<file path="config.mk">
export PLATFORM = sky130hd
export DESIGN_NAME = cdiv_cell
export DESIGN_NICKNAME = d
export VERILOG_FILES = /design/src/hw/rtl/cdiv_pkg.sv /design/src/hw/rtl/cdiv_cell.sv
export SDC_FILE = /design/constraint.sdc
export NUM_CORES = 1
export LEC_CHECK = 0
export BUFFER_PORTS_ARGS = -buffer_cell sky130_fd_sc_hd__buf_2
export CAP_MARGIN = 20
export CORE_AREA = 2 2 333 335
export CTS_CLUSTER_DIAMETER = 200
export DETAILED_ROUTE_END_ITERATION = 12
export DIE_AREA = 0 0 335 337
export PLACE_DENSITY_LB_ADDON = 0.12
export REMOVE_ABC_BUFFERS = 1
export SKIP_LAST_GASP = 1
export SYNTH_ARGS = -nofsm -noshare
export SYNTH_HDL_FRONTEND = slang
export SYNTH_SLANG_ARGS = --single-unit
</file>
<file path="constraint.sdc">
create_clock -name clk -period 0.8 [get_ports clk]
set_input_delay 0.24 -clock clk [delete_from_list [all_inputs] [get_ports clk]]
set_output_delay 0.24 -clock clk [all_outputs]
set_load 0.005 [all_outputs]
</file>
<file path="src/hw/rtl/cdiv_pkg.sv">
// shared constants and types for the complex divider
package cdiv_pkg;

	localparam int FIELD_BITS   = 32;
	localparam int WORD_BITS_DF = 32;
	localparam int FRAC_BITS_DF = 16;

	// sideband that travels with each transaction down the pipeline
	typedef struct packed {
		logic valid;
		logic zero;
		logic neg_re;
		logic neg_im;
	} cdiv_side_t;

endpackage

</file>
<file path="src/hw/rtl/cdiv_cell.sv">
// one restoring division step for both quotient parts
module cdiv_cell #(
	parameter int MB = 64,
	parameter int DW = 80,
	parameter int QW = 33
) (
	input  logic                 clk,
	input  logic                 arst_n,
	input  cdiv_pkg::cdiv_side_t side_i,
	input  logic [MB-1:0]        den_i,
	input  logic [DW-1:0]        dvd_re_i,
	input  logic [DW-1:0]        dvd_im_i,
	input  logic [MB-1:0]        rem_re_i,
	input  logic [MB-1:0]        rem_im_i,
	input  logic [QW-1:0]        q_re_i,
	input  logic [QW-1:0]        q_im_i,
	input  logic                 big_re_i,
	input  logic                 big_im_i,
	output cdiv_pkg::cdiv_side_t side_q,
	output logic [MB-1:0]        den_q,
	output logic [DW-1:0]        dvd_re_q,
	output logic [DW-1:0]        dvd_im_q,
	output logic [MB-1:0]        rem_re_q,
	output logic [MB-1:0]        rem_im_q,
	output logic [QW-1:0]        q_re_q,
	output logic [QW-1:0]        q_im_q,
	output logic                 big_re_q,
	output logic                 big_im_q
);

	logic [MB:0] sh_re, sh_im, df_re, df_im;
	logic        qb_re, qb_im;
	logic        valid_q, zero_q, neg_re_q, neg_im_q;

	assign sh_re = {rem_re_i, dvd_re_i[DW-1]};
	assign sh_im = {rem_im_i, dvd_im_i[DW-1]};
	assign df_re = sh_re - {1'b0, den_i};
	assign df_im = sh_im - {1'b0, den_i};
	assign qb_re = (sh_re >= {1'b0, den_i});
	assign qb_im = (sh_im >= {1'b0, den_i});

	always_ff @(posedge clk or negedge arst_n) begin
		if (!arst_n) begin
			valid_q <= 1'b0;
		end else begin
			valid_q <= side_i.valid;
		end
	end

	always_ff @(posedge clk) begin
		zero_q   <= side_i.zero;
		neg_re_q <= side_i.neg_re;
		neg_im_q <= side_i.neg_im;
		den_q    <= den_i;
		dvd_re_q <= {dvd_re_i[DW-2:0], 1'b0};
		dvd_im_q <= {dvd_im_i[DW-2:0], 1'b0};
		rem_re_q <= qb_re ? df_re[MB-1:0] : sh_re[MB-1:0];
		rem_im_q <= qb_im ? df_im[MB-1:0] : sh_im[MB-1:0];
		q_re_q   <= {q_re_i[QW-2:0], qb_re};
		q_im_q   <= {q_im_i[QW-2:0], qb_im};
		// sticky: a quotient bit pushed out the top means far out of range
		big_re_q <= big_re_i | q_re_i[QW-1];
		big_im_q <= big_im_i | q_im_i[QW-1];
	end

	assign side_q = '{valid: valid_q, zero: zero_q, neg_re: neg_re_q, neg_im: neg_im_q};

endmodule
</file>
==> flow_summary.yaml, run 1 <==
run_status:
  outcome: "complete, but fails checks"
  violations: "setup timing"
global_route:
  grt_max_degree: 24
  grt_pass1_wl_um: 151000
  grt_usage_pct: 18.4
  grt_overflow_total: 0
  grt_pass1_vias: 22200
  antenna_found_initial: 23
routing:
  routedWlPerCell_um: 20.5
  drt_wl_total_um: 109000
  drc: 0
  vias_per_cell: 3.98
  firstDrtPassIters: 5
  drt_iter0_markers: 885
  vias: 21200
  ant_nets: 0
setup_path:
  start_kind: "primary input"
  crit_arrival_ns: 3.29
  cp_max_fo: 8
  crit_required_ns: 1.34
  worst-setup-path-type: "primary input to flip-flop"
  cp-end-kind: "flip-flop"
  startpoint: "den_i[29]"
synthesis:
  synth_ff_type: "dfxtp_1"
  syn_avg_cell_area_um2: 9.33
  synth_most_common_cell: "dfxtp_1"
  synthTopCellsByCount: "dfxtp_1, a21oi_1, nor2_1"
  ys_seq_area_share_pct: 47.3
  synthDistinctLibCells: 72
  synthCells: 1915
  synth.ff_latch_count: 422
  yosys_warnings: 0
  synth_area_leader_cell: "dfxtp_1"
  netlist_area_mm2: 0.0179
  synth_edf_count: 0
  synth_async_sr_flop_share_pct: 0.237
  synthTopCellsByArea: "dfxtp_1, ha_1, a21oi_1"
  yosysTopAreaCellShare_pct: 47.2
placed_design:
  pre_cts_ws_ns: -3.23
  gp_congestion: 0.807
  place_area_mm2: 0.0283
  placed_cells: 4736
  port_buffers: 847
  dpl.hpwl_um: 86300
timing:
  worst_slack_ns: -1.94
  hold_slack_ns: 0.0337
  tightest_slew_ns: 0.653
  slew_headroom_pct: 56.1
  rsz0062_at_grt: "yes"
  slew_violations: 0
  post-route-min-period_ns: 2.74
  clock.fmax_mhz: 364
  setup_viol: 552
  fin_crit_sh_pct: 343
  hold_viol: 0
  setup_tns_ns: -453.32
pwr:
  vdd_drop_max_mv: 1.41
  p_leak_nw: 17.5
  power_per_cell_area_mw_per_mm2: 1920
  p_total_mw: 70.8
final_layout:
  stdcell_count: 5332
  fin_util_pct: 33.6
  syn_to_final_growth_pct: 106
  drive_gt1_share_pct: 48.6
  fin_nets: 4410
  final_area_mm2: 0.0368
clock_network:
  cts-root-buf: "clkbuf_16"
  cts_buffer_depth: 3
  numCtsBuffers: 55
  cts_max_level: 2
  cts.sink_count: 422
  cts_tree: "done"
  path_clk_slew_ns: 0.06
floorplan:
  fp.dieW_um: 335
  io_pins: 850
  die_area_mm2: 0.113
  start_util_pct: 16.3
  core_area_mm2: 0.110
  rows: 122
  die_y_um: 337
run:
  maxCapViolCount: 0
worst_hold_path:
  hold_depth: 4
  hp-class: "primary input to flip-flop"
  hp-start: "rem_re_i[29]"
  min_to: "rem_re_q[30]"
layer usage:
layer | share of wire (%) | global-route usage [%] | up-vias
met1 | 38 | 19.9 | 9837
met4 | 3.7 | 6.77 | 14
met5 | 0.075 | 0 | -
li1 | - | - | 10600
met2 | 53 | 34.9 | 599
met3 | 5.2 | 3.92 | 163
critical path, stage by stage:
cell and delay (ns):
buf_8 0.08, clkinvlp_4 0.17, ha_4 0.32, and4_1 0.20, nor4bb_4 0.30, nand2_2 0.12, buf_6 0.13, a21oi_4 0.12
a31oi_4 0.08, a31oi_4 0.21, a311oi_2 0.14, o31a_1 0.35, bufinv_16 0.26, buf_12 0.14, buf_12 0.12, mux2_4 0.29
what timing repair did:
item                                    CTS  global route
pin swaps                                58            45
hold buffers                            421             0
gates resized for setup                 220           157
setup buffers                            29            29
endpoints found under the setup margin  552           552
gates cloned                             11             5
endpoints found under the hold margin   419             0
worst max path at each step:
stage                   endpoint  slack [ns]  depth (start not counted)
floorplan            rem_re_q[3]       -3.99                         12
global placement    rem_im_q[63]       -3.12                         15
detailed placement  rem_im_q[63]       -3.23                         15
CTS                 rem_im_q[58]       -1.96                         17
global route        rem_im_q[45]       -2.03                         18
finish              rem_im_q[51]       -1.94                         16
registers in the layout, summed over array words and instances (netlist names), 33 cells and up:
name	count
q_re_q	33
q_im_q	33
den_q	64
dvd_im_q	79
rem_im_q	64
rem_re_q	64
dvd_re_q	79
cells by family after synthesis:
| family | synth area share (%) |
|---|---|
| compound gates | 19.0 |
| xor+xnor | 5.49 |
| fa+ha+maj | 9.19 |
| buf+inv | 4.69 |
| flops | 47.3 |
| mux | 1.87 |
| other cells | 0.0210 |
| simple gates | 12.4 |
area by class of cell:
cell class | instances | area, µm²
Fill cell | 11600 | 72800
Timing Repair Buffer | 1972 | 14400
Multi-Input combinational cell | 1301 | 9920
Sequential cell | 422 | 8450
Tap cell | 1426 | 1780
Clock buffer | 75 | 1530
Inverter | 102 | 428
Clock inverter | 27 | 284
Antenna cell | 7 | 17.5
cells in the final DEF (no fill, tap or decap), drive strengths merged, types with 10 or more instances in the layout:
master / n
nor3: 24
clkinv: 15
buf: 1545
o211ai: 10
o21ai: 97
a211oi: 12
xnor2: 67
nor2b: 16
dfxtp: 421
a31oi: 17
ha: 128
and3: 10
o31ai: 13
nor4: 10
a21o: 58
nand3: 25
mux2: 23
nor2: 174
nand4: 47
inv: 104
clkbuf: 80
o21bai: 29
nand2b: 13
o21a: 19
xor2: 45
nand2: 123
dlygate4sd3: 421
a21oi: 242
power breakdown:
part           internal [mW]  switching (mW)  total, mW
Combinational           11.4            10.4       21.8
Sequential              23.2           0.754       24.0
Clock                   14.2            10.8       25.0
No activity file was read; power rests on OpenSTA's default activity.
==> run 2: changes to the inputs <==
--- a/config.mk
+++ b/config.mk
@@ -11,6 +11,7 @@
 export CTS_CLUSTER_DIAMETER = 200
 export DETAILED_ROUTE_END_ITERATION = 12
 export DIE_AREA = 0 0 335 337
+export HOLD_SLACK_MARGIN = 0.15
 export PLACE_DENSITY_LB_ADDON = 0.12
 export REMOVE_ABC_BUFFERS = 1
 export SKIP_LAST_GASP = 1
==> flow_summary.yaml, run 2 (same netlist as run 1, synthesis figures left out) <==
routing:
  drt_iter0_markers: 822
  drt_wl_total_um: 109000
  routedWlPerCell_um: 20.5
  ant_nets: 0
  vias: 21200
  firstDrtPassIters: 5
  drc: 0
  vias_per_cell: 3.97
setup_path:
  start_kind: "primary input"
  cp_cell_sequence: "buf_8, clkinvlp_4, ha_4, and4_1, nor4bb_4, nand2_2, buf_6, a21oi_4, a31oi_4, a31oi_4, a311oi_2, o31a_1, bufinv_16, buf_12, buf_12, mux2_4"
  startpoint: "den_i[29]"
  crit_required_ns: 1.34
  critical_path.max_stage_delay_ns: 0.35
  worst-path-buf-inv: 6
  cp-end-kind: "flip-flop"
  cp_slowest_cell: "o31a_1"
  crit_arrival_ns: 3.29
  cp_max_fo: 8
  worst-setup-path-type: "primary input to flip-flop"
  cp_num_cells: 16
  crit_family: "compound AO/OA/AOI/OAI gates"
worst_hold_path:
  hp-class: "primary input to flip-flop"
  hp-start: "dvd_im_i[79]"
  min_to: "rem_im_q[0]"
  hold_depth: 3
timing:
  hold_viol: 3
  slew_violations: 0
  tightest_slew_ns: 0.653
  hold_slack_ns: -0.110
  fin_crit_sh_pct: 343
  setup_viol: 552
  rsz0062_at_grt: "yes"
  worst_slack_ns: -1.94
  post-route-min-period_ns: 2.74
  slew_headroom_pct: 56.1
  clock.fmax_mhz: 364
floorplan:
  die_y_um: 337
  start_util_pct: 16.3
  die_area_mm2: 0.113
  io_pins: 850
  core_area_mm2: 0.110
  rows: 122
  fp.dieW_um: 335
final_layout:
  stdcell_count: 5332
  biggestRegsByFlops: "dvd_im_q x79, dvd_re_q x79"
  final_common_cell: "buf_2"
  drive_gt1_share_pct: 48.6
  fin_nets: 4410
  fillCellCount: 11600
  fin_util_pct: 33.6
  syn_to_final_growth_pct: 106
  final_area_mm2: 0.0368
  final_cell_mix: "buf_2, buf_4, dfxtp_1, dlygate4sd3_1, a21oi_1"
global_route:
  grt_overflow_total: 0
  antenna_found_initial: 23
  grt_pass1_wl_um: 151000
  grt_usage_pct: 18.4
  grt_pass1_vias: 22200
  grt_max_degree: 24
clock_network:
  cts-root-buf: "clkbuf_16"
  cts.sink_count: 422
  cts_max_level: 2
  path_clk_slew_ns: 0.06
  cts_tree: "done"
  cts_buffer_depth: 3
  numCtsBuffers: 55
placed_design:
  pre_cts_ws_ns: -3.23
  gp_congestion: 0.807
  place_area_mm2: 0.0283
  dpl.hpwl_um: 86300
  port_buffers: 847
  placed_cells: 4736
run_status:
  violations: "hold timing, setup timing"
  outcome: "complete, but fails checks"
pwr:
  p_total_mw: 70.8
  power_per_cell_area_mw_per_mm2: 1920
  vdd_drop_max_mv: 1.41
  p_leak_nw: 17.5
run:
  maxCapViolCount: 0
run 2: tightest hold or removal path, cell delays in order:
cell and delay (ns):
buf_2 0.10, nor2_1 0.05, a21oi_2 0.11
run 2: how the worst max path moves through the flow:
stage / endpoint / slack (ns)
floorplan: rem_re_q[3] / -3.99
global placement: rem_im_q[63] / -3.12
detailed placement: rem_im_q[63] / -3.23
CTS: rem_im_q[58] / -1.96
global route: rem_im_q[45] / -2.03
finish: rem_im_q[51] / -1.94
run 2: per-stage QoR:
step	setup TNS [ns]	hold slack, ns
2_1_floorplan	-400.50	-0.0556
3_3_place_gp	-377.18	0.0536
3_5_place_dp	-385.75	0.0544
4_1_cts	-485.42	-0.212
5_1_grt	-494.67	-0.117
6_report	-452.99	-0.110
run 2: final cells by class:
cell class | count | area, µm² | share of cell area [%]
antenna | 7 | 17.5 | 0.0476
clock buffer | 75 | 1530 | 4.16
clock inverter | 27 | 284 | 0.771
inverter | 102 | 428 | 1.16
multi-input combinational | 1301 | 9920 | 26.9
sequential | 422 | 8450 | 23.0
tap | 1426 | 1780 | 4.84
timing repair buffer | 1972 | 14400 | 39.1
run 2: metal layers:
metal  GRT usage [%]  routed length (µm)
met5               0                  82
met4            6.77                4090
met3            3.93                5780
met2            34.9               57600
met1            19.9               41700
run 2: repair_timing:
action	4_1_cts	5_1_grt
hold endpoints to repair	421	9
cloned	11	5
gates resized for setup	220	157
pin swaps	58	45
endpoints found under the setup margin	552	552
buffers inserted	29	29
hold buffers	416	5
run 2: report_power, final:
part	leakage (nW)	total, mW	switching (mW)	internal, mW
registers	3.56	24.0	0.746	23.2
logic	13.1	21.8	10.4	11.4
clock network	0.871	25.0	10.8	14.2
==> run 3: changes to the inputs <==
--- a/config.mk
+++ b/config.mk
@@ -5,12 +5,13 @@
 export SDC_FILE = /design/constraint.sdc
 export NUM_CORES = 1
 export LEC_CHECK = 0
+export ABC_AREA = 1
 export BUFFER_PORTS_ARGS = -buffer_cell sky130_fd_sc_hd__buf_2
 export CAP_MARGIN = 20
-export CORE_AREA = 2 2 333 335
+export CORE_AREA = 2 2 332 334
 export CTS_CLUSTER_DIAMETER = 200
 export DETAILED_ROUTE_END_ITERATION = 12
-export DIE_AREA = 0 0 335 337
+export DIE_AREA = 0 0 334 336
 export HOLD_SLACK_MARGIN = 0.15
 export PLACE_DENSITY_LB_ADDON = 0.12
 export REMOVE_ABC_BUFFERS = 1
==> flow_summary.yaml, run 3 <==
final_layout:
  drive_gt1_share_pct: 39.2
  fillCellCount: 11600
  fin_nets: 6060
  stdcell_count: 6961
  syn_to_final_growth_pct: 90.2
  biggestRegsByFlops: "dvd_im_q x79, dvd_re_q x79"
  fin_util_pct: 39.5
  final_area_mm2: 0.0428
  final_cell_mix: "nand2_1, buf_2, buf_4, inv_1, dfxtp_1"
  final-seq-area_mm2: 0.00845
  final_common_cell: "nand2_1"
  multiInputGateArea_mm2: 0.0135
synthesis:
  synthDistinctLibCells: 42
  synthTopCellsByCount: "nand2_1, inv_1, dfxtp_1"
  netlist_area_mm2: 0.0225
  synth.ff_latch_count: 422
  synthTopCellsByArea: "dfxtp_1, nand2_1, inv_1"
  yosys_warnings: 0
  synth_area_leader_cell: "dfxtp_1"
  synth_most_common_cell: "nand2_1"
  ys_seq_area_share_pct: 37.6
  yosysTopAreaCellShare_pct: 37.4
  syn_avg_cell_area_um2: 6.44
  synthCells: 3495
  synth_ff_type: "dfxtp_1"
  synth_edf_count: 0
  synth_async_sr_flop_share_pct: 0.237
routing:
  drt_iter0_markers: 1521
  vias: 28300
  firstDrtPassIters: 5
  drt_wl_total_um: 136000
  routedWlPerCell_um: 19.6
  vias_per_cell: 4.06
  ant_nets: 0
  drc: 0
floorplan:
  die_y_um: 336
  start_util_pct: 20.8
  die_area_mm2: 0.112
  fp.dieW_um: 334
  io_pins: 850
  core_area_mm2: 0.108
  rows: 121
pwr:
  power_frac_seq_pct: 33.0
  p_int_mw: 48.6
  p_total_mw: 72.3
  p_leak_nw: 23.1
  pwr-share-clk_pct: 32.9
  swShare_pct: 32.7
  switchingPower_mw: 23.7
  vdd_drop_max_mv: 1.61
  power_per_cell_area_mw_per_mm2: 1690
  p_comb_share_pct: 34.2
setup_path:
  cp_slowest_cell: "clkinvlp_4"
  path_common_cell: "nand2_1"
  crit_required_ns: 1.34
  crit_family: "simple AND/OR/NAND/NOR gates"
  crit_arrival_ns: 2.46
  cp-end-kind: "flip-flop"
  critical_path.max_stage_delay_ns: 0.24
  worst-path-buf-inv: 6
  cp_max_fo: 6
  worst-setup-path-type: "primary input to flip-flop"
  start_kind: "primary input"
  cp_cell_sequence: "buf_6, clkinvlp_4, buf_6, ha_4, nand2_4, inv_2, nand2_1, nand2_2, nand2_2, nand2_2, nand2_1, nand2_1, nand2_1, nand2_2, nor2_4, nand2_8, buf_12, buf_16, nand3_4, nand2_1"
global_route:
  antenna_found_initial: 15
  grt_pass1_vias: 27800
  grt_usage_pct: 23.2
  grt_pass1_wl_um: 187000
  grt_overflow_total: 0
  grt_max_degree: 55
placed_design:
  place_area_mm2: 0.0336
  gp_congestion: 0.913
  port_buffers: 847
  placed_cells: 6387
  pre_cts_ws_ns: -2.15
  dpl.hpwl_um: 114000
timing:
  setup_tns_ns: -345.02
  worst_slack_ns: -1.12
  hold_viol: 3
  slew_violations: 0
  clock.fmax_mhz: 520
  post-route-min-period_ns: 1.92
  setup_viol: 552
  fin_crit_sh_pct: 240
  rsz0062_at_grt: "yes"
  hold_slack_ns: -0.106
clock_network:
  cts_buffer_depth: 3
  numCtsBuffers: 50
  cts_tree: "done"
  cts_max_level: 2
  cts-root-buf: "clkbuf_16"
  cts.sink_count: 422
  path_clk_slew_ns: 0.06
run_status:
  violations: "hold timing, setup timing"
  outcome: "complete, but fails checks"
run:
  maxCapViolCount: 0
worst_hold_path:
  hp-class: "primary input to flip-flop"
[run 3: changes by cell type after synthesis, moves of 26 or more]
cell and change:
nand2_1 +1253, nand4_1 -33, nand3b_1 +30, a21o_1 -56, a21oi_1 -152, xnor2_1 -65, o21bai_1 -26, nor2_1 +31
clkbuf_1 -32, o21ai_0 -76, nand3_1 +261, inv_1 +603
[run 3: repair_timing]
item | 4_1_cts | 5_1_grt
setup buffers | 23 | 33
endpoints found under the setup margin | 552 | 552
hold buffers | 411 | 9
gates cloned | 4 | 3
pin swaps | 32 | 72
hold endpoints to repair | 420 | 13
gates resized for setup | 222 | 348
[run 3: layout make-up]
type / instances / area share, %
Tap cell: 1414 / 4.13
Clock inverter: 25 / 0.733
Clock buffer: 63 / 3.18
Inverter: 719 / 6.59
Multi-Input combinational cell: 2311 / 31.5
Antenna cell: 7 / 0.0409
Sequential cell: 422 / 19.7
Timing Repair Buffer: 2000 / 34.1
[run 3: kinds of logic (layout without fill, tap and decap cells)]
kind of cell             Yosys count  in the layout  share of synthesized area (%)
AO/OA/AOI/OAI                    111            111                           2.57
XOR/XNOR                          62             62                           2.41
adder cells (fa/ha/maj)          130            130                           7.29
buffers and inverters            763           2807                           13.2
flip-flops                       422            422                           37.5
other                              1              9                         0.0167
AND/OR/NAND/NOR                 2006           2006                           37.0
[run 3: path summary, 6_finish.rpt]
kind	startpoint	end	slack, ns	cells after the start
setup / recovery	den_i[36]	rem_re_q[50]	-1.12	20
hold / removal	rem_re_i[11]	rem_re_q[12]	-0.11	3
max in group asynchronous	arst_n	valid_q	0.47	2
min in group asynchronous	arst_n	valid_q	0.25	2
[run 3: layer usage]
layer	global-route usage [%]	up-vias	share of wire, %
met5	0	-	0.051
met4	8.60	12	3.5
met3	3.94	154	5.6
met2	40.4	877	48
met1	28.5	12700	42
li1	-	14500	-
[run 3: power groups by stage]
stage / logic, mW / registers (mW) / clock network (mW)
2_1_floorplan: 7.71 / 24.4 / 0
3_3_place_gp: 20.5 / 24.3 / 0
3_5_place_dp: 20.4 / 24.3 / 0
4_1_cts: 23.4 / 23.8 / 24.5
5_1_grt: 26.8 / 24.0 / 25.3
6_report: 24.7 / 23.8 / 23.8
